File: config.mk
export PLATFORM = sky130hd
export DESIGN_NAME = hd_isqrt_cell
export DESIGN_NICKNAME = d
export VERILOG_FILES = /design/src/rtl/hd_pkg.sv /design/src/rtl/hd_isqrt_cell.sv
export SDC_FILE = /design/constraint.sdc
export NUM_CORES = 1
export LEC_CHECK = 0
export BUFFER_PORTS_ARGS = -buffer_cell sky130_fd_sc_hd__buf_4
export CORE_MARGIN = 2
export CORE_UTILIZATION = 47
export CTS_CLUSTER_SIZE = 16
export DETAILED_ROUTE_END_ITERATION = 8
export PLACE_DENSITY_LB_ADDON = 0.2
export SYNTH_ARGS = -nofsm -noshare
export SYNTH_HDL_FRONTEND = slang
export SYNTH_SLANG_ARGS = --single-unit
File: constraint.sdc
create_clock -name clock -period 2.8 [get_ports clock]
set_clock_uncertainty 0.15 [all_clocks]
set_input_delay 0.14 -clock clock [delete_from_list [all_inputs] [get_ports clock]]
set_output_delay 0.14 -clock clock [all_outputs]
set_load 0.05 [all_outputs]
File: src/rtl/hd_pkg.sv
`timescale 1ns / 1ps
// ----------------------------------------------------------------------------
// hd_pkg
// Shared types and constants for the haversine distance pipeline.
// ----------------------------------------------------------------------------
package hd_pkg;

   // cordic datapath width, signed
   localparam int CW = 34;
   // square root cell widths: remainder and root
   localparam int RW = 61;
   localparam int QW = 31;

   localparam int CORDIC_STEPS = 30;
   localparam int SQRT_STEPS   = 31;

   localparam logic [25:0] TURN_Q17    = 26'd47185920;
   localparam logic [25:0] QUARTER_Q17 = 26'd11796480;
   localparam logic [26:0] DEG_TO_RAD  = 27'd74961321;
   localparam logic signed [CW-1:0] INV_GAIN   = 34'sd652032874;
   localparam logic signed [CW-1:0] HALF_PI    = 34'sd1686629713;
   localparam logic [29:0]          DIST_SCALE = 30'd835061023;
   localparam logic [30:0]          ONE_Q30    = 31'd1073741824;
   localparam logic [RW-1:0]        ONE_Q60    = 61'd1 << 60;

   localparam logic signed [CW-1:0] ATAN_TAB [10] = '{
      34'sd843314857, 34'sd497837829, 34'sd263043837, 34'sd133525159,
      34'sd67021687,  34'sd33543516,  34'sd16775851,  34'sd8388437,
      34'sd4194283,   34'sd2097149
   };

   typedef struct packed {
      logic signed [CW-1:0] x;
      logic signed [CW-1:0] y;
      logic signed [CW-1:0] z;
   } hd_vec_type;

   typedef struct packed {
      logic [RW-1:0] rem;
      logic [QW-1:0] root;
   } hd_sqrt_type;

   function automatic logic signed [CW-1:0] step_angle(input int i);
      logic signed [CW-1:0] a;
      if (i < 10) begin
         a = ATAN_TAB[i];
      end else begin
         a = CW'(1) <<< (30 - i);
      end
      return a;
   endfunction

endpackage

File: src/rtl/hd_isqrt_cell.sv
`timescale 1ns / 1ps
// ----------------------------------------------------------------------------
// hd_isqrt_cell
// One registered digit of a restoring integer square root.
// ----------------------------------------------------------------------------
module hd_isqrt_cell #(
   parameter int J = 0
) (
   input  logic                clock,
   input  logic                en,
   input  hd_pkg::hd_sqrt_type prev_sq,
   output hd_pkg::hd_sqrt_type next_sq
);
   import hd_pkg::*;

   logic [RW+1:0] cand;
   hd_sqrt_type   sq_ff, sq_in;

   always_comb begin
      cand = ((RW+2)'(prev_sq.root) << (J + 1)) + ((RW+2)'(1) << (2 * J));
      if ((RW+2)'(prev_sq.rem) >= cand) begin
         sq_in.rem  = prev_sq.rem - cand[RW-1:0];
         sq_in.root = prev_sq.root | (QW'(1) << J);
      end else begin
         sq_in = prev_sq;
      end
   end

   always_ff @(posedge clock) begin
      if (en) begin
         sq_ff <= sq_in;
      end
   end

   assign next_sq = sq_ff;

endmodule

; Word-level counts from Yosys, hierarchy flattened
; Cells that the tools add are included.
[totals]
reg_bits = 92
in_bits = 94
out_inout_bits = 92
word_cells = 7
[op_classes]
addsub = 2
order_cmp = 1
n_mux = 1
[ops]
columns = op, count
row1 = two-way mux 92 bit, 1
row2 = greater-or-equal comparator 61 x 33 -> 1 bit, 1
row3 = subtractor 61 x 33 -> 61 bit, 1
row4 = "adder 32 x 1 -> 33 bit, second input constant", 1

; Depth between registers and ports, before layout
; Gate-level depths: netlist (run 1).
[logic_depth]
word_depth = 3
ltp_mapped = 14
ltp_nobuf = 11

; Worst setup path before layout (run 1)
; No wires, ideal clock.
[synth_timing]
kind = input -> register
start = input port prev_sq[3] (netlist name)
end = register sq_ff (netlist bit next_sq[82]), data pin
setup_ps = 268
arrival_time_ps = 2658
required_ps = 2382
slack_ps = -276
path_stages = 13
n_path_buf = 2
cell_sequence = inv_1 -> ha_1 -> nand2_1 -> o31ai_1 -> o21ai_1 -> o21ai_1 -> a41oi_1 -> o21ba_1 -> buf_6 -> or4_4 -> buf_6 -> nor4_2 -> xor2_1
[synth_rtl]
columns = element, line
row1 = "start, declared", hd_isqrt_cell.sv:11  ; input hd_pkg::hd_sqrt_type prev_sq,
row2 = "end signal, assigned", hd_isqrt_cell.sv:31  ; sq_ff <= sq_in;
row3 = "end, declared", hd_isqrt_cell.sv:17  ; hd_sqrt_type sq_ff, sq_in;

==> qor.txt, run 1 <==
status - complete, no violations
post-layout min period - 2.74 ns
VDD IR max - 0.000382 V
post-layout instance area - 9410 µm²
post-synthesis cell type count - 62
WL/cell - 17.8 µm
initial antenna violation count - 0
Area growth, synth to finish - 63.1%
Period Utilization, post-route - 0.977
Syn Inst Count - 568
CP startpoint - prev_sq[3]
Pre-Repair DR Iteration Count - 5
CTS Buffer Depth - 2
number of synthesized flops with an enable pin - 92
GR peak layer - met2
critical path required time - 2.83 ns
fin nets - 1,069
Filler cells - 767
commonest non-fill, non-tap cell in the layout - buf_4
met1 usage - 0.344
PD cells - 503 nW/µm²
via count - 5,878
Top FF cell, synth - edfxtp_1
cell area after synthesis - 5770 µm²
initial core utilization - 0.481
vias in the first global route - 6,098
Final WS setup - 0.0641 ns
largest net degree at the start of global routing - 54
1st-iter DRT viols - 474
Fin Hold WS - 0.00165 ns
share of layout cells above drive strength 1 - 0.399
clock sink count - 92
Adder-Cell Fraction of Synth Area - 0.0728
die height - 115 µm
sequential area share after synthesis - 0.479
post-synthesis simple-gate area fraction - 0.163
multi-input logic area - 3010 µm²
top-area cell type share of the netlist area - 0.479
Post-Route Setup TNS - 0 ns
Post-Synth XOR/XNOR Area - 0.0880
Crit path arrival time - 2.77 ns
post-synthesis area per instance - 10.2 µm²
CP Capture Point - next_sq[84]$_DFFE_PP_
Crit Path Class - primary input to flip-flop
post-synth net total - 695
gr ovfl total - 0
Synth Register Bits - 92
Detail Route Antenna Nets - 0
Setup crit end kind - flip-flop
core area - 12,000 µm²
GP Congestion - 0.905
Detail Placement HPWL - 14,000 µm
Row Count - 40
asr flop ratio synth - 0
die width - 115 µm
Worst Tran Pin Value - 0.549 ns
Slew HR - 0.634
Register Area - 2760 µm²
main combinational cell family by area after synthesis - simple AND/OR/NAND/NOR gates
M2 GR Usage - 0.539
port bufs - 185
Setup WS pre-CTS - -0.347 ns
DIE AREA - 13,200 µm²
max-slew violations - 0
Hold Path Class - primary input to flip-flop
max reg flops - 92
GRT Util Overall - 0.296
fmax - 366 MHz
CTS HTree Levels - 3
CTS tree - yes
area leader, netlist - edfxtp_1
vias per inst - 5.37
global-route wire length before repair - 30,100 µm
DRC - 0
multiplexer share of the synthesized area - 0
final setup violating endpoints - 0
Max-Cap Viols - 0
Synth area leaders - edfxtp_1, ha_1, a21oi_1
clock slew seen by the registers of the worst setup and hold paths - 0.07 ns
Yosys warning count - 0
crit path max fanout - 6
Top Ports - 186
most frequent cells in the layout - buf_4, edfxtp_1, dlygate4sd3_1
Compound-Gate Fraction of Synth Area - 0.158
cts bufs inserted - 9
ANT cells - 0
Routed WL - 19,500 µm
met3 usage - 0.0712
placed inst area - 8360 µm²
leakage power - 4.10 nW
Final Hold Vio Count - 0
CP startpoint kind - primary input
CTS Root Cell - clkbuf_16
==> layer usage <==
metal  part of all wire  vias up  routed length (µm)
met5                  0        -                   0
met4              0.023        0                 439
met3              0.066       30                1280
met2               0.51      229               10000
met1               0.40     2795                7720
li1                   -     2824                   -
==> critical path: stages <==
cell,delay (ns)
buf_4,0.11
inv_1,0.10
ha_4,0.24
a2111oi_4,0.34
o31ai_4,0.15
o2111ai_1,0.12
a21oi_1,0.16
a31oi_2,0.25
o21ai_1,0.18
or4_4,0.54
nor4_4,0.20
xor2_1,0.23
==> kinds of logic after synthesis <==
family          after synthesis
compound gates              146
fa+ha+maj                    33
simple gates                182
xor+xnor                     58
flops                        92
buf+inv                      57
==> cell type report <==
type / count / area share
Clock inverter: 6 / 0.00412
Inverter: 39 / 0.0156
Tap cell: 147 / 0.0195
Timing Repair Buffer: 381 / 0.323
Clock buffer: 10 / 0.0243
Sequential cell: 92 / 0.294
Multi-Input combinational cell: 419 / 0.320
==> power breakdown <==
part / switching (mW) / internal, mW
clock network: 0.534 / 0.602
logic: 1.10 / 0.740
registers: 0.0467 / 1.71
==> what timing repair did <==
item,CTS,global route
buffers inserted,0,5
pin swaps,1,5
endpoints found under the hold margin,66,0
setup endpoints to repair,6,57
hold buffers,66,0
resized for setup,2,20
==> cell usage after synthesis (2+ instances only) <==
master / count
and2_1: 2
o31ai_1: 3
nor4_2: 4
nand3_1: 13
xor2_1: 25
edfxtp_1: 92
nor3_2: 2
nor2b_1: 5
clkbuf_1: 15
or3_4: 2
nand2_1: 45
o21a_1: 4
or3_1: 6
nand4_1: 11
nor2_1: 53
inv_1: 39
a21oi_1: 64
o2111ai_1: 2
nand2b_1: 3
o21ai_1: 2
nor3_1: 14
o211ai_1: 5
nor4b_1: 2
and3_1: 2
or2_2: 2
o21ai_0: 28
a21o_1: 12
buf_6: 2
a21boi_0: 2
nand3b_1: 4
a31oi_1: 3
xnor2_1: 33
nor4_1: 4
o21bai_1: 4
ha_1: 32
==> metrics by stage <==
| stage | cells | util | power, mW |
|---|---|---|---|
| 6_report | 1094 | 0.784 | 4.73 |
| 5_1_grt | 1094 | 0.784 | 4.91 |
| 4_1_cts | 1089 | 0.773 | 4.70 |
| 3_5_place_dp | 1007 | 0.696 | 3.49 |
| 3_3_place_gp | 1007 | 0.696 | 3.47 |
| 2_1_floorplan | 568 | - | 2.78 |
==> worst min-delay path by stage <==
stage | start | end | cells past startpoint
2_1_floorplan | prev_sq[10] | next_sq[10]$_DFFE_PP_ | 0
3_3_place_gp | prev_sq[8] | next_sq[8]$_DFFE_PP_ | 1
3_5_place_dp | prev_sq[24] | next_sq[24]$_DFFE_PP_ | 1
4_1_cts | prev_sq[57] | next_sq[57]$_DFFE_PP_ | 3
5_1_grt | prev_sq[37] | next_sq[37]$_DFFE_PP_ | 3
6_report | prev_sq[57] | next_sq[57]$_DFFE_PP_ | 3
Note: power is estimated with default switching activity, not from simulation.
==> inputs of run 2 (changes only) <==
CELL_PAD_IN_SITES_DETAIL_PLACEMENT = 1   (was default)
CELL_PAD_IN_SITES_GLOBAL_PLACEMENT = 2   (was default)
CORE_UTILIZATION = 28   (was 47)
==> run 2 against run 1 <==
Effect of this change: first-iteration DRC count down 65%; sequential power about the same; sequential share of layout area down 0.75 points; combinational power about the same; worst hold slack better by 0.017 ns; utilization down 31 points; via count down 3.2%; clock power up 11%; power up 2.5%; sequential cell count unchanged; largest power group unchanged.
==> qor.txt, run 2 (same netlist as run 1, synthesis figures left out) <==
status - complete, no violations
Crit path arrival time - 2.62 ns (-0.15 ns)
WL/cell - 17.2 µm (-3.4%)
cts bufs inserted - 9 (unchanged)
hold endpoint - next_sq[33]$_DFFE_PP_
initial core utilization - 0.285 (-0.195)
Min-Delay Startpoint - prev_sq[33]
critical path required time - 2.75 ns (-0.08 ns)
CTS tree - yes
Detail Placement HPWL - 16,300 µm (+16%)
port bufs - 185 (unchanged)
Max-Cap Viols - 0 (unchanged)
Final Hold Vio Count - 0 (unchanged)
max reg flops - 92 (unchanged)
max-slew violations - 0 (unchanged)
1st-iter DRT viols - 165 (-65%)
gr ovfl total - 0 (unchanged)
Pre-Repair DR Iteration Count - 4 (-1)
most frequent cells in the layout - buf_4, edfxtp_1, dlygate4sd3_1
GRT Util Overall - 0.195 (-0.101)
CP startpoint kind - primary input
core area - 20,200 µm² (+68%)
fin nets - 1,074 (+0.47%)
Hold Path Stages - 3 (unchanged)
multi-input logic area - 3030 µm² (+0.62%)
global-route wire length before repair - 33,400 µm (+11%)
CTS Root Cell - clkbuf_16
die height - 148 µm (+29%)
Routed WL - 21,000 µm (+7.9%)
Crit Path Class - primary input to flip-flop
vias per inst - 4.66 (-13%)
share of layout cells above drive strength 1 - 0.410 (+0.0105)
clock slew seen by the registers of the worst setup and hold paths - 0.07 ns (about the same)
Worst Tran Pin Value - 0.593 ns (+0.0435 ns)
DIE AREA - 21,800 µm² (+65%)
Filler cells - 2,311 (+200%)
Pwr Total - 4.85 mW (+2.5%)
Area growth, synth to finish - 67.3%
Setup crit end kind - flip-flop
Detail Route Antenna Nets - 0 (unchanged)
via count - 5,690 (-3.2%)
CP bufs+invs - 2 (unchanged)
clock sink count - 92 (unchanged)
GP Congestion - 0.825 (-8.9%)
slowest cell on the critical path - or4_4
CTS Buffer Depth - 2 (unchanged)
PD cells - 502 nW/µm² (about the same)
cells along the critical path - buf_4, inv_1, ha_1, nand2_1, o21ai_1, a21oi_1, o221ai_1, a41oi_2, o21ba_4, or4_4, nor4_4, xor2_1
largest net degree at the start of global routing - 52 (-3.7%)
DRC - 0 (unchanged)
final setup violating endpoints - 0 (unchanged)
Slew HR - 0.605 (-0.0290)
post-layout min period - 2.67 ns (-0.0707 ns)
Hold Path Class - primary input to flip-flop
die width - 148 µm (+29%)
leakage power - 4.13 nW (+0.83%)
vias in the first global route - 6,389 (+4.8%)
slowest stage delay, CP - 0.61 ns (+0.07 ns)
Register Area - 2760 µm² (unchanged)
VDD IR max - 0.000308 V (-19%)
crit path max fanout - 6 (unchanged)
Row Count - 52 (+30%)
top cell family by delay on the critical path - compound AO/OA/AOI/OAI gates
Fin Hold WS - 0.0188 ns (+0.0171 ns)
Top Ports - 186 (unchanged)
commonest non-fill, non-tap cell in the layout - buf_4
initial antenna violation count - 0 (unchanged)
CTS HTree Levels - 3 (unchanged)
fmax - 375 MHz (+2.7%)
Period Utilization, post-route - 0.952 (-0.0252)
ANT cells - 0 (unchanged)
[run 2: changes by cell type in the layout (fill, tap and decap cells not counted), moves of 3 or more]
cell,previous run,this run
a21oi_1,61,58
a21oi_2,3,6
buf_4,313,317
ha_1,27,23
ha_2,1,5
[run 2: final cells by class]
type	count	area share
multi-input combinational	419	0.314
sequential	92	0.286
clock inverter	6	0.00661
inverter	39	0.0152
timing repair buffer	386	0.320
clock buffer	10	0.0237
tap	270	0.0350
[run 2: worst max-delay path by stage]
| stage | to | cells past startpoint | slack, ns | startpoint |
|---|---|---|---|---|
| after CTS | next_sq[82]$_DFFE_PP_ | 12 | 0.01 | prev_sq[19] |
| after global placement | next_sq[65]$_DFFE_PP_ | 12 | -0.44 | prev_sq[14] |
| final | next_sq[82]$_DFFE_PP_ | 12 | 0.13 | prev_sq[15] |
| after floorplan | next_sq[82]$_DFFE_PP_ | 13 | -0.03 | prev_sq[0] |
| after detailed placement | next_sq[63]$_DFFE_PP_ | 12 | -0.48 | prev_sq[8] |
| after global routing | next_sq[82]$_DFFE_PP_ | 12 | -0.001 | prev_sq[19] |
[run 2: timing repair]
| item | in CTS | in global routing |
|---|---|---|
| buffers inserted | 1 | 0 |
| endpoints found under the hold margin | 67 | 0 |
| pin swaps | 1 | 8 |
| resized for setup | 5 | 25 |
| endpoints found under the setup margin | 11 | 27 |
| hold buffers | 67 | 0 |
[run 2: power by group]
group | internal (mW) | total (mW) | switching, mW
registers | 1.70 | 1.75 | 0.0455
logic | 0.743 | 1.85 | 1.10
clock network | 0.694 | 1.26 | 0.561
[run 2: routing by layer]
metal,track usage,up-vias,share of wire
met2,0.347,113,0.50
met3,0.0404,20,0.041
met1,0.241,2724,0.44
met5,0,-,0
met4,0.0490,0,0.013
li1,-,2833,-
[run 2: through the flow]
| stage | cells | area [µm²] | setup slack (ns) | setup TNS (ns) | utilization |
|---|---|---|---|---|---|
| 2_1_floorplan | 568 | 5910 | -0.0262 | -0.0262 | - |
| 3_3_place_gp | 1138 | 8580 | -0.439 | -15.45 | 0.424 |
| 3_5_place_dp | 1138 | 8580 | -0.480 | -15.71 | 0.424 |
| 4_1_cts | 1222 | 9570 | 0.0134 | 0 | 0.473 |
| 5_1_grt | 1222 | 9660 | -0.00139 | -0.00139 | 0.477 |
| 6_report | 1222 | 9660 | 0.135 | 0 | 0.477 |
