===== src/rtl/hd_pkg.sv =====
`timescale 1ns / 1ps
// ----------------------------------------------------------------------------
// hd_pkg
// Shared types and constants for the haversine distance pipeline.
// ----------------------------------------------------------------------------
package hd_pkg;

   // cordic datapath width, signed
   localparam int CW = 34;
   // square root cell widths: remainder and root
   localparam int RW = 61;
   localparam int QW = 31;

   localparam int CORDIC_STEPS = 30;
   localparam int SQRT_STEPS   = 31;

   localparam logic [25:0] TURN_Q17    = 26'd47185920;
   localparam logic [25:0] QUARTER_Q17 = 26'd11796480;
   localparam logic [26:0] DEG_TO_RAD  = 27'd74961321;
   localparam logic signed [CW-1:0] INV_GAIN   = 34'sd652032874;
   localparam logic signed [CW-1:0] HALF_PI    = 34'sd1686629713;
   localparam logic [29:0]          DIST_SCALE = 30'd835061023;
   localparam logic [30:0]          ONE_Q30    = 31'd1073741824;
   localparam logic [RW-1:0]        ONE_Q60    = 61'd1 << 60;

   localparam logic signed [CW-1:0] ATAN_TAB [10] = '{
      34'sd843314857, 34'sd497837829, 34'sd263043837, 34'sd133525159,
      34'sd67021687,  34'sd33543516,  34'sd16775851,  34'sd8388437,
      34'sd4194283,   34'sd2097149
   };

   typedef struct packed {
      logic signed [CW-1:0] x;
      logic signed [CW-1:0] y;
      logic signed [CW-1:0] z;
   } hd_vec_type;

   typedef struct packed {
      logic [RW-1:0] rem;
      logic [QW-1:0] root;
   } hd_sqrt_type;

   function automatic logic signed [CW-1:0] step_angle(input int i);
      logic signed [CW-1:0] a;
      if (i < 10) begin
         a = ATAN_TAB[i];
      end else begin
         a = CW'(1) <<< (30 - i);
      end
      return a;
   endfunction

endpackage


===== src/rtl/hd_cordic_cell.sv =====
`timescale 1ns / 1ps
// ----------------------------------------------------------------------------
// hd_cordic_cell
// One registered cordic micro-rotation, rotation or vectoring mode.
// ----------------------------------------------------------------------------
module hd_cordic_cell #(
   parameter int STEP   = 0,
   parameter bit VECTOR = 1'b0
) (
   input  logic               clock,
   input  logic               en,
   input  hd_pkg::hd_vec_type prev_vec,
   output hd_pkg::hd_vec_type next_vec
);
   import hd_pkg::*;

   localparam logic signed [CW-1:0] ANGLE = step_angle(STEP);

   logic signed [CW-1:0] x, y, z, dx, dy;
   logic                 pos;
   hd_vec_type           vec_ff, vec_in;

   always_comb begin
      x   = prev_vec.x;
      y   = prev_vec.y;
      z   = prev_vec.z;
      dx  = y >>> STEP;
      dy  = x >>> STEP;
      pos = VECTOR ? !(y > 0) : !z[CW-1];
      if (pos) begin
         vec_in.x = x - dx;
         vec_in.y = y + dy;
         vec_in.z = z - ANGLE;
      end else begin
         vec_in.x = x + dx;
         vec_in.y = y - dy;
         vec_in.z = z + ANGLE;
      end
   end

   always_ff @(posedge clock) begin
      if (en) begin
         vec_ff <= vec_in;
      end
   end

   assign next_vec = vec_ff;

endmodule


===== config.mk =====
export PLATFORM = sky130hd
export DESIGN_NAME = hd_cordic_cell
export DESIGN_NICKNAME = d
export VERILOG_FILES = /design/src/rtl/hd_pkg.sv /design/src/rtl/hd_cordic_cell.sv
export SDC_FILE = /design/constraint.sdc
export NUM_CORES = 1
export LEC_CHECK = 0
export ABC_AREA = 1
export BUFFER_PORTS_ARGS = -buffer_cell sky130_fd_sc_hd__buf_4
export CAP_MARGIN = 0
export CORE_ASPECT_RATIO = 1.2
export CORE_MARGIN = 2
export CORE_UTILIZATION = 55
export DETAILED_ROUTE_END_ITERATION = 16
export GPL_ROUTABILITY_DRIVEN = 0
export PLACE_DENSITY = 0.77
export SETUP_SLACK_MARGIN = 0.4
export SLEW_MARGIN = 0
export SYNTH_ARGS = -nofsm -noshare
export SYNTH_HDL_FRONTEND = slang
export SYNTH_SLANG_ARGS = --single-unit

===== constraint.sdc =====
create_clock -name clock -period 3.7 [get_ports clock]
set_clock_uncertainty 0.15 [all_clocks]
set_input_delay 0.74 -clock clock [delete_from_list [all_inputs] [get_ports clock]]
set_output_delay 0.74 -clock clock [all_outputs]
set_load 0.01 [all_outputs]

### Word level (Yosys, flattened, before mapping)

Index checks and enable logic that the tools add are counted.

| operators by class | value |
|---|---|
| $add $sub $neg | 5 |
| mux-type cells | 1 |

Operators by type and width:

| cell | count |
|---|---|
| $mux W102 | 1 |
| $sub A34 B34 Y34 | 2 |
| $add A34 B31 Y34 const B | 1 |
| $add A34 B34 Y34 | 1 |
| $sub A34 B31 Y34 const B | 1 |

| storage, ports and cells | value |
|---|---|
| register bits | 102 |
| input port bits | 104 |
| output and inout bits | 102 |
| logic and storage cells | 9 |

### Depth between registers and ports, before layout

Gate-level depths: netlist of run 1.

| depth | value |
|---|---|
| depth after elaboration | 2 |
| depth in mapped cells | 17 |

### Worst setup path after synthesis of run 1

OpenSTA, ideal clock, no wires.

| path | value |
|---|---|
| path type | input -> register |
| start | input prev_vec[33] (netlist name) |
| end | register vec_ff (netlist bit next_vec[32]) (data pin) |
| library setup time | 0.252 ns |
| arrival time | 2.823 ns |
| required time | 3.298 ns |
| path slack | 0.474 ns |
| stages | 12 |
| cell sequence | clkbuf_1 -> inv_1 -> clkbuf_1 -> buf_2 -> ha_1 -> a21oi_1 -> a21boi_0 -> o21ai_0 -> a21oi_1 -> nand2_1 -> nand2_1 -> nand2_1 |

RTL lines:

| item | line | RTL |
|---|---|---|
| start: declaration | hd_cordic_cell.sv:12 | `input hd_pkg::hd_vec_type prev_vec,` |
| end signal: assignment | hd_cordic_cell.sv:43 | `vec_ff <= vec_in;` |
| end: declaration | hd_cordic_cell.sv:21 | `hd_vec_type vec_ff, vec_in;` |

==> results.py, run 1 <==
metrics = {
    "floorplanning": {
        "die_w_um": 141,
        "num_rows": 59,
        "initial_core_util": 0.563,
        "core_mm2": 0.0219,
        "chipHeight_um": 168,
        "fp.dieArea_mm2": 0.0236,
        "io_pins": 206,
    },
    "logic_synthesis": {
        "synth_top_cells_by_count": "nand2_1 (549), inv_1 (264), nand3_1 (177)",
        "ys_async_sr_fraction": 0,
        "ys_ff_latch": 101,
        "synthCells": 1897,
        "synth_most_common_cell": "nand2_1",
        "synth_area_leader_cell": "edfxtp_1",
        "synth_top_family_by_area": "simple AND/OR/NAND/NOR gates",
        "syn_avg_cell_area_um2": 6.48,
        "synth-compound-area-share": 0.145,
        "ys_seq_area_frac": 0.247,
        "synth_area_leaders": "edfxtp_1 (25%), nand2_1 (17%), ha_1 (13%), inv_1 (8.1%), nand3_1 (7.2%)",
        "ys_warn_count": 0,
        "synth_top_area_share": 0.247,
        "synth_edf_count": 101,
        "muxShareOfSynthArea": 0,
        "synth.distinct_cells": 43,
        "synth_area_mm2": 0.0123,
        "synth-simple-area-share": 0.331,
        "synth_fa_ha_area_frac": 0.140,
        "synth_ff_type": "edfxtp_1",
        "syn-num-nets": 2136,
        "synth_xor_area_frac": 0.0328,
    },
    "power": {
        "switching_share": 0.411,
        "switchingPower_uw": 1900,
        "power_density_mw_per_mm2": 324,
        "seqPwrFrac": 0.335,
        "p_int_uw": 2720,
        "vdd_ir_drop_max_uv": 223,
        "pwr-share-comb": 0.450,
        "p_clk_frac": 0.215,
        "p_leak_uw": 0.00727,
    },
    "sta": {
        "setup_viol_count_final": 0,
        "relSlewSlack": 0.449,
        "fin_ws_ps": 658,
        "fin_crit_ps": 3040,
        "final.period_utilization": 0.822,
        "slew_viol_final": 0,
        "setup_tns_ps": 0,
        "clock.fmax_mhz": 329,
        "worst_pin_slew_ps": 827,
        "rsz0062_at_grt": "no",
        "final_hold_viol_count": 0,
    },
    "placed_design": {
        "place_area_mm2": 0.0140,
        "post-dp-hpwl_mm": 32.5,
        "detailedPlace.worstSlack_ps": 434,
        "port_buffers": 205,
    },
    "global_routing": {
        "grt_pass1_wl_mm": 62.8,
        "grtUsageTotal": 0.331,
        "grt_overflow": 0,
        "grt_pass1_vias": 12913,
        "antenna_found_initial": 0,
        "grt_max_degree": 75,
    },
    "cts": {
        "htreeDepth": 3,
        "cts_resized": 0,
        "max-clock-path-buffers": 2,
        "cts_tree": "built",
        "postCtsSetupBuffers": 0,
        "cts_root_buffer": "clkbuf_16",
        "clock_sinks": 101,
        "hold_buffers": 0,
        "cts_buffers": 9,
        "path_clk_slew_ps": 80,
    },
    "worst_setup_path": {
        "endpoint_kind": "register",
        "cp_max_fo": 4,
        "path_cells": "buf_4 -> ha_1 -> fa_1 -> o21ai_1 -> nand2_1 -> nand2_1 -> nand2_1 -> nand2_1 -> nand2_1 -> nand2_1 -> nand2_1 -> nand3_1 -> nand2_1",
        "cp.arrival_ps": 3010,
        "cpPeakStageDelay_ps": 510,
        "cp.required_ps": 3670,
        "crit_top_cell": "nand2_1",
        "worst-setup-path-type": "in2reg",
        "cp-start-kind": "primary input",
        "critical_path.slowest_cell": "fa_1",
    },
    "final_layout": {
        "diodes": 0,
        "fin_area_mm2": 0.0143,
        "nNetsFinal": 2313,
        "layout-drive-gt1-share": 0.131,
        "area_growth_syn_to_layout_pct": 15.9,
        "largest_reg_flops": 101,
    },
    "worst_hold_path": {
        "hold_depth": 2,
        "hold_end": "next_vec[0]",
        "worst_hold_path_type": "in2reg",
        "min-delay-start": "prev_vec[0]",
    },
    "route": {
        "vias": 13639,
        "ant_nets": 0,
        "viasPerCell": 5.80,
        "drc": 0,
        "wirelength_mm": 40.2,
        "drt_iter0_markers": 1307,
        "dr.pass1.iters": 6,
        "wl_per_cell_um": 17.1,
    },
    "run": {
        "drv_cap": 0,
    },
    "outcome": {
        "status": "finished clean",
    },
}
worst max-delay path by stage:
stage | start | endpoint
detailed placement | prev_vec[33] | next_vec[32]
global route | prev_vec[37] | next_vec[58]
finish | prev_vec[34] | next_vec[100]
global placement | prev_vec[34] | next_vec[92]
floorplan | prev_vec[33] | next_vec[32]
CTS | prev_vec[34] | next_vec[100]
cells by family after synthesis:
kind of cell | Yosys count
simple gates | 967
compound gates | 329
buf+inv | 319
fa+ha+maj | 135
flops | 101
xor+xnor | 46
worst max-delay path, delay by kind of cell:
| kind | cells | cell delay, ps |
|---|---|---|
| AO/OA/AOI/OAI | 1 | 370 |
| adder cells (fa/ha/maj) | 2 | 800 |
| AND/OR/NAND/NOR | 9 | 960 |
| buffers and inverters | 1 | 120 |
layout by cell type, fill, tap and decap left out, types with 7 or more instances in the layout:
| master | instances |
|---|---|
| a21o_1 | 10 |
| a21oi_1 | 157 |
| buf_4 | 209 |
| clkbuf_16 | 9 |
| edfxtp_1 | 101 |
| ha_1 | 131 |
| inv_1 | 263 |
| inv_2 | 11 |
| nand2_1 | 549 |
| nand2_2 | 7 |
| nand3_1 | 177 |
| nand4_1 | 18 |
| nor2_1 | 162 |
| nor3_1 | 18 |
| o21ai_0 | 103 |
| o21ai_1 | 15 |
| o21bai_1 | 18 |
| xor2_1 | 40 |
routing by layer:
metal	global-route usage	up-vias	wire, µm
li1	-	6545	-
met1	0.399	6185	15200
met2	0.591	759	19200
met3	0.0404	150	3630
met4	0.149	0	2110
met5	0	-	0
power groups by stage:
stage	combinational, µW	sequential, µW	clock [µW]
floorplan	1180	1650	0
global placement	1980	1570	0
detailed placement	2020	1570	0
CTS	2030	1550	996
global route	2270	1560	1040
finish	2080	1550	992
cell type report:
type / instances / area (µm²)
clock inverters: 7 / 68.8
flip-flops and latches: 101 / 3030
inverters: 275 / 1030
well taps: 274 / 343
clock buffers: 9 / 225
repair buffers: 210 / 1590
multi-input cells: 1477 / 7970
fillers: 2046 / 7590
per-stage QoR:
step / util / instances / power, µW / hold slack, ps
finish: 0.653 / 2353 / 4620 / 558
global route: 0.653 / 2353 / 4870 / 570
CTS: 0.653 / 2353 / 4570 / 554
detailed placement: 0.639 / 2337 / 3590 / 936
global placement: 0.639 / 2337 / 3550 / 936
floorplan: - / 1897 / 2820 / 702
Power figures use the tool's default switching activity.
==> inputs of run 2 (changes only) <==
--- a/config.mk
+++ b/config.mk
@@ -5,15 +5,15 @@
 export SDC_FILE = /design/constraint.sdc
 export NUM_CORES = 1
 export LEC_CHECK = 0
-export ABC_AREA = 1
+export ABC_AREA = 0
 export BUFFER_PORTS_ARGS = -buffer_cell sky130_fd_sc_hd__buf_4
 export CAP_MARGIN = 0
 export CORE_ASPECT_RATIO = 1.2
 export CORE_MARGIN = 2
-export CORE_UTILIZATION = 55
+export CORE_UTILIZATION = 52
 export DETAILED_ROUTE_END_ITERATION = 16
 export GPL_ROUTABILITY_DRIVEN = 0
-export PLACE_DENSITY = 0.77
+export PLACE_DENSITY = 0.78
 export SETUP_SLACK_MARGIN = 0.4
 export SLEW_MARGIN = 0
 export SYNTH_ARGS = -nofsm -noshare
==> constraint.sdc (replaced) <==
create_clock -name clock -period 2.6 [get_ports clock]
set_clock_uncertainty 0.15 [all_clocks]
set_input_delay 0.52 -clock clock [delete_from_list [all_inputs] [get_ports clock]]
set_output_delay 0.52 -clock clock [all_outputs]
set_load 0.01 [all_outputs]
==> run 2 against run 1 <==
Against the previous run:
- the run now fails in global routing
- area after synthesis decreased by 18%
- synthesized cell count decreased by 39%
==> results.py, run 2 <==
metrics = {
    "cts": {
        "clock_sinks": 101,
        "cts_root_buffer": "clkbuf_16",
        "cts_buffers": 9,
        "hold_buffers": 0,
        "max-clock-path-buffers": 2,
        "htreeDepth": 3,
    },
    "floorplanning": {
        "chipHeight_um": 157,
        "initial_core_util": 0.533,
        "io_pins": 206,
        "die_w_um": 131,
        "num_rows": 55,
    },
    "outcome": {
        "haltStage": "global routing",
        "error_line": "[ERROR GRT-0232] Routing congestion too high. Check the congestion heatmap in the GUI.",
        "status": "did not finish",
    },
    "global_routing": {
        "grt_overflow": 946,
        "grtUsageTotal": 0.881,
        "grt_max_degree": 47,
    },
    "logic_synthesis": {
        "synth_area_leader_cell": "edfxtp_1",
        "synth_ff_type": "edfxtp_1",
        "synth_top_cells_by_count": "a21oi_1 (142), ha_1 (131), inv_1 (105)",
        "synth_most_common_cell": "a21oi_1",
        "synth.distinct_cells": 73,
        "ys_seq_area_frac": 0.301,
        "synth_top_area_share": 0.301,
        "ys_warn_count": 0,
        "ys_async_sr_fraction": 0,
        "syn_avg_cell_area_um2": 8.76,
        "synth_area_leaders": "edfxtp_1 (30%), ha_1 (16%), a21oi_1 (7.0%), xnor2_1 (6.4%), inv_1 (3.9%)",
        "synth_area_mm2": 0.0101,
        "ys_ff_latch": 101,
        "synth_edf_count": 101,
        "synthCells": 1151,
        "syn-num-nets": 1390,
    },
    "placed_design": {
        "port_buffers": 205,
        "post-place-cells": 1930,
        "post-dp-hpwl_mm": 27.9,
    },
    "sta": {
        "crit_endpoint": "next_vec[67]$_DFFE_PP_/D",
        "worstEpCategory": "register data pin",
    },
}
[run 2: metal layers]
metal  global-route usage  overflow
met5                0.111         0
met4                 1.05       274
met3                0.640         8
met2                 1.14       660
met1                0.815         4
[run 2: what timing repair did]
item | in CTS
cloned | 0
pin swaps | 114
buffers inserted | 57
hold endpoints to repair | 0
gates resized for setup | 216
endpoints found under the setup margin | 83
[run 2: per-stage QoR]
stage          instance area, µm²  setup WS [ps]  utilization
4_1_cts                     16900           -744        0.894
3_5_place_dp                15200          -1260        0.804
3_3_place_gp                15200          -1230        0.804
2_1_floorplan               11000           -884            -
[run 2: cells by family after synthesis]
group                    synth area share
adder cells (fa/ha/maj)             0.170
flip-flops                          0.301
multiplexers                       0.0180
XOR/XNOR                           0.0816
AO/OA/AOI/OAI                       0.248
buffers and inverters              0.0614
AND/OR/NAND/NOR                     0.119
==> inputs of run 3 (changes only) <==
--- a/config.mk
+++ b/config.mk
@@ -8,13 +8,11 @@
 export ABC_AREA = 0
 export BUFFER_PORTS_ARGS = -buffer_cell sky130_fd_sc_hd__buf_4
 export CAP_MARGIN = 0
-export CORE_ASPECT_RATIO = 1.2
 export CORE_MARGIN = 2
-export CORE_UTILIZATION = 52
+export CORE_UTILIZATION = 40
 export DETAILED_ROUTE_END_ITERATION = 16
 export GPL_ROUTABILITY_DRIVEN = 0
-export PLACE_DENSITY = 0.78
-export SETUP_SLACK_MARGIN = 0.4
+export PLACE_DENSITY_LB_ADDON = 0.15
 export SLEW_MARGIN = 0
 export SYNTH_ARGS = -nofsm -noshare
 export SYNTH_HDL_FRONTEND = slang
==> constraint.sdc (replaced) <==
create_clock -name clock -period 3.4 [get_ports clock]
set_clock_uncertainty 0.15 [all_clocks]
set_input_delay 0.68 -clock clock [delete_from_list [all_inputs] [get_ports clock]]
set_output_delay 0.68 -clock clock [all_outputs]
set_load 0.01 [all_outputs]
==> run 3 against run 2 <==
Against the previous run:
- the flow now finishes, with violations (setup timing)
- area after synthesis unchanged
- synthesized cell count unchanged
==> results.py, run 3 <==
metrics = {
    "outcome": {
        "status": "finished, violations left",
        "violations": "setup timing",
    },
    "logic_synthesis": {
        "synth_area_mm2": 0.0101,
        "synth_top_area_share": 0.301,
        "synth.distinct_cells": 73,
        "ys_async_sr_fraction": 0,
        "ys_ff_latch": 101,
        "synth_area_leader_cell": "edfxtp_1",
        "synth_area_leaders": "edfxtp_1 (30%), ha_1 (16%), a21oi_1 (7.0%), xnor2_1 (6.4%), inv_1 (3.9%)",
        "syn-num-nets": 1390,
        "ys_seq_area_frac": 0.301,
        "synth_edf_count": 101,
        "synthCells": 1151,
        "syn_avg_cell_area_um2": 8.76,
        "synth_ff_type": "edfxtp_1",
        "synth_top_cells_by_count": "a21oi_1 (142), ha_1 (131), inv_1 (105)",
        "synth_most_common_cell": "a21oi_1",
        "ys_warn_count": 0,
    },
    "sta": {
        "rsz0062_at_grt": "yes",
        "worst_pin_slew_ps": 807,
        "fin_crit_ps": 3500,
        "final.period_utilization": 1.03,
        "final_hold_viol_count": 0,
        "setup_viol_count_final": 4,
        "slew_viol_final": 0,
        "relSlewSlack": 0.462,
        "fin_ws_ps": -103,
        "clock.fmax_mhz": 285,
        "setup_tns_ps": -310,
    },
    "worst_setup_path": {
        "cp.required_ps": 3350,
        "cp_max_fo": 2,
        "cp-startpoint": "prev_vec[73]",
        "cp.arrival_ps": 3460,
        "endpoint_kind": "register",
        "cp-start-kind": "primary input",
        "worst-setup-path-type": "in2reg",
    },
    "route": {
        "dr.pass1.iters": 5,
        "ant_nets": 0,
        "drc": 0,
        "drt_iter0_markers": 830,
        "viasPerCell": 5.27,
        "vias": 10349,
        "wl_per_cell_um": 16.9,
        "wirelength_mm": 33.2,
    },
    "floorplanning": {
        "fp.dieArea_mm2": 0.0265,
        "num_rows": 58,
        "io_pins": 206,
        "initial_core_util": 0.404,
        "die_w_um": 163,
        "core_mm2": 0.0250,
        "chipHeight_um": 163,
    },
    "final_layout": {
        "nNetsFinal": 1867,
        "largest_reg_flops": 101,
        "final_cells": 1963,
        "diodes": 0,
        "layout_common_cells": "buf_4 (508), a21oi_1 (131), ha_1 (121)",
        "layout_commonest_cell": "buf_4",
        "area_growth_syn_to_layout_pct": 47.9,
        "layout-drive-gt1-share": 0.373,
    },
    "cts": {
        "hold_buffers": 0,
        "cts_tree": "built",
        "htreeDepth": 3,
        "cts_buffers": 9,
        "max-clock-path-buffers": 2,
        "clock_sinks": 101,
        "cts_root_buffer": "clkbuf_16",
        "path_clk_slew_ps": 90,
    },
    "power": {
        "power_density_mw_per_mm2": 356,
        "vdd_ir_drop_max_uv": 245,
        "p_leak_uw": 0.00705,
        "fin_total_pwr_uw": 5310,
    },
    "placed_design": {
        "post-dp-hpwl_mm": 26.5,
        "post-place-cells": 1933,
        "detailedPlace.worstSlack_ps": -674,
        "port_buffers": 205,
    },
    "global_routing": {
        "grt_pass1_vias": 10287,
        "grt_max_degree": 66,
        "antenna_found_initial": 0,
        "grtUsageTotal": 0.246,
        "grt_pass1_wl_mm": 51.8,
        "grt_overflow": 0,
    },
    "worst_hold_path": {
        "worst_hold_path_type": "in2reg",
        "min-delay-start": "prev_vec[0]",
        "hold_depth": 2,
        "hold_end": "next_vec[0]",
    },
    "run": {
        "drv_cap": 0,
    },
}
run 3: cell counts after synthesis:
Identical to the previous run, type by type.
run 3: cell type report:
class / count / area (µm²)
Multi-Input combinational cell: 891 / 6830
Fill cell: 2230 / 10100
Tap cell: 330 / 413
Timing Repair Buffer: 515 / 3920
Sequential cell: 101 / 3030
Clock buffer: 9 / 225
Clock inverter: 7 / 67.6
Inverter: 110 / 422
run 3: worst max-delay path, stage by stage:
cell	delay, ps
buf_6	100
ha_4	230
or4_1	520
o21ai_2	110
a31oi_4	70
nor3b_4	190
or4b_4	520
a31o_1	220
a21o_1	220
buf_4	140
a211oi_2	190
a21oi_1	80
xnor2_1	180
run 3: routing by layer:
metal / wire length, µm / share of wire / GRT usage
met4: 790 / 0.024 / 0.0805
met3: 1640 / 0.049 / 0.0359
met2: 16300 / 0.49 / 0.427
met5: 0 / 0 / 0
met1: 14400 / 0.44 / 0.314
run 3: how the worst max path moves through the flow:
stage	cells past startpoint	endpoint	slack, ps
after floorplan	12	next_vec[66]	-240
after global placement	14	next_vec[100]	-640
after detailed placement	14	next_vec[100]	-670
after CTS	13	next_vec[100]	-110
after global routing	14	next_vec[67]	-180
final	13	next_vec[98]	-100
run 3: per-stage QoR:
step / util / area [µm²] / hold WS [ps]
after floorplan: - / 10300 / 642
after global placement: 0.570 / 14200 / 868
after detailed placement: 0.570 / 14200 / 860
after CTS: 0.592 / 14800 / 465
after global routing: 0.597 / 14900 / 490
final: 0.597 / 14900 / 475
run 3: report_power, final:
part	internal, µW	total, µW	switching (µW)
combinational	1240	2520	1280
sequential	1660	1720	61.1
clock	518	1080	557
total	3420	5310	1900
run 3: timing repair:
item                                    4_1_cts  5_1_grt
endpoints found under the setup margin       10       21
pin swaps                                    32       24
resized for setup                            35       36
setup buffers                                11        3
run 3: cell families (layout without fill, tap and decap cells):
kind of cell,Yosys count,after routing,synth area share
fa+ha+maj,135,135,0.170
flops,101,101,0.301
compound gates,389,389,0.248
mux,18,18,0.0180
buf+inv,159,641,0.0614
xor+xnor,94,94,0.0816
simple gates,255,255,0.119
==> inputs of run 4 (changes only) <==
--- a/config.mk
+++ b/config.mk
@@ -13,6 +13,7 @@
 export DETAILED_ROUTE_END_ITERATION = 16
 export GPL_ROUTABILITY_DRIVEN = 0
 export PLACE_DENSITY_LB_ADDON = 0.15
+export RECOVER_POWER = 25
 export SLEW_MARGIN = 0
 export SYNTH_ARGS = -nofsm -noshare
 export SYNTH_HDL_FRONTEND = slang
==> constraint.sdc (replaced) <==
create_clock -name clock -period 3.5 [get_ports clock]
set_clock_uncertainty 0.15 [all_clocks]
set_input_delay 0.7 -clock clock [delete_from_list [all_inputs] [get_ports clock]]
set_output_delay 0.7 -clock clock [all_outputs]
set_load 0.01 [all_outputs]
==> run 4 against run 3 <==
Against the previous run:
- the run ends with capacitance limit, slew limit, setup timing left
- core utilization fell by 1.4 points
- combinational power fell by 6%
- routed wire length fell by 4.1%
- global-route usage fell by 1.3 points
- critical path depth rose by 1
- die area did not move
- sequential share of layout area rose by 0.48 points
- setup slack improved by 77 ps
- clock power fell by 4%
- non-clock buffer count fell by 35
- final area fell by 2.3%
==> results.py, run 4 (synthesized netlist as in run 3, its figures left out) <==
metrics = {
    "cts": {
        "cts_root_buffer": "clkbuf_16",
        "clock_sinks": 101,
        "cts_tree": "built",
        "htreeDepth": 3,
        "hold_buffers": 0,
        "max-clock-path-buffers": 2,
        "cts_buffers": 9,
        "path_clk_slew_ps": 80,
    },
    "sta": {
        "relSlewSlack": -0.395,
        "fin_ws_ps": -25.7,
        "setup_viol_count_final": 3,
        "final_hold_viol_count": 0,
        "fin_crit_ps": 3530,
        "rsz0062_at_grt": "yes",
        "slew_viol_final": 35,
        "worst_pin_slew_ps": 2090,
        "final.period_utilization": 1.01,
        "clock.fmax_mhz": 284,
        "setup_tns_ps": -58.1,
    },
    "worst_hold_path": {
        "hold_depth": 2,
        "worst_hold_path_type": "in2reg",
    },
    "final_layout": {
        "layout-drive-gt1-share": 0.354,
        "area_growth_syn_to_layout_pct": 44.5,
        "nNetsFinal": 1832,
        "final_cells": 1928,
        "layout_commonest_cell": "buf_4",
        "fin_util": 0.584,
        "diodes": 0,
        "largest_reg_flops": 101,
        "layout_common_cells": "buf_4 (471), a21oi_1 (134), ha_1 (122)",
    },
    "outcome": {
        "status": "finished, violations left",
        "violations": "capacitance limit, slew limit, setup timing",
    },
    "power": {
        "p_leak_uw": 0.00687,
        "vdd_ir_drop_max_uv": 201,
        "power_density_mw_per_mm2": 348,
    },
    "global_routing": {
        "grt_max_degree": 68,
        "busiest_layer": "met2",
        "antenna_found_initial": 0,
        "grtUsageTotal": 0.233,
        "grt_overflow": 0,
        "grt_pass1_vias": 9892,
        "grt_pass1_wl_mm": 49.0,
        "use_met1": 0.304,
        "met2_usage": 0.402,
        "grt_use_met3": 0.0318,
    },
    "worst_setup_path": {
        "cpPeakStageDelay_ps": 440,
        "worst-setup-path-type": "in2reg",
        "endpoint_kind": "register",
        "cp_max_fo": 4,
        "cp-start-kind": "primary input",
        "path_cells": "buf_8 -> inv_4 -> ha_4 -> buf_6 -> nor4_4 -> o311ai_2 -> nand3b_1 -> o21ai_4 -> o41ai_4 -> and4_4 -> a41oi_2 -> or4_4 -> a32oi_2 -> xor2_1",
        "cp.arrival_ps": 3470,
        "cp.required_ps": 3450,
        "critical_path.slowest_cell": "or4_4",
    },
    "run": {
        "drv_cap": 1,
    },
    "route": {
        "wirelength_mm": 31.8,
        "ant_nets": 0,
        "vias": 10138,
        "viasPerCell": 5.26,
        "drc": 0,
        "drt_iter0_markers": 748,
        "dr.pass1.iters": 5,
        "wl_per_cell_um": 16.5,
    },
    "floorplanning": {
        "fp.dieArea_mm2": 0.0265,
        "chipHeight_um": 163,
        "io_pins": 206,
        "initial_core_util": 0.404,
        "core_mm2": 0.0250,
        "num_rows": 58,
        "die_w_um": 163,
    },
    "placed_design": {
        "detailedPlace.worstSlack_ps": -568,
        "post-place-cells": 1897,
        "post-dp-hpwl_mm": 25.5,
        "port_buffers": 205,
    },
}
[run 4: cell count changes in the layout (fill, tap and decap cells not counted), moves of 3 or more]
cell	change
o21ai_0	+4
buf_4	-37
a21oi_1	+3
inv_6	+3
o21ai_1	-5
clkbuf_1	+3
ha_4	-3
a21oi_2	-3
[run 4: power by group]
part	switching (µW)	internal, µW	leakage, µW	total (µW)
sequential	59.0	1610	0.000989	1670
clock	537	503	0.000145	1040
combinational	1200	1170	0.00573	2370
[run 4: routing by layer]
metal  vias up  part of all wire
met2       342              0.48
met3        61             0.059
met4         0             0.026
li1       5050                 -
met1      4685              0.44
met5         -                 0
[run 4: per-stage QoR]
step / cell area, µm² / total power [µW] / hold WS (ps)
5_1_grt: 14600 / 5370 / 494
2_1_floorplan: 10300 / 2870 / 662
3_3_place_gp: 13900 / 3950 / 872
4_1_cts: 14400 / 5050 / 484
3_5_place_dp: 13900 / 3960 / 877
6_report: 14600 / 5070 / 491
[run 4: critical path, delay by kind of cell]
family	cells	cell delay, ps
buf+inv	3	270
compound gates	5	940
xor+xnor	1	90
simple gates	4	1280
fa+ha+maj	1	190
[run 4: final timing paths]
| path | endpoint | startpoint | slack, ps |
|---|---|---|---|
| setup / recovery | next_vec[67] | prev_vec[39] | -30 |
| hold / removal | next_vec[0] | prev_vec[0] | 490 |
[run 4: timing repair]
| action | 4_1_cts | 5_1_grt |
|---|---|---|
| endpoints found under the setup margin | 9 | 16 |
| buffers inserted | 8 | 7 |
| pin swaps | 14 | 36 |
| endpoints found under the hold margin | 0 | 0 |
| gates resized for setup | 21 | 43 |
[run 4: layout make-up]
cell class                      instances  area, µm²
Clock buffer                            9        225
Timing Repair Buffer                  480       3640
Sequential cell                       101       3030
Multi-Input combinational cell        891       6770
Tap cell                              330        413
Fill cell                            2309      10400
Inverter                              110        423
Clock inverter                          7       67.6
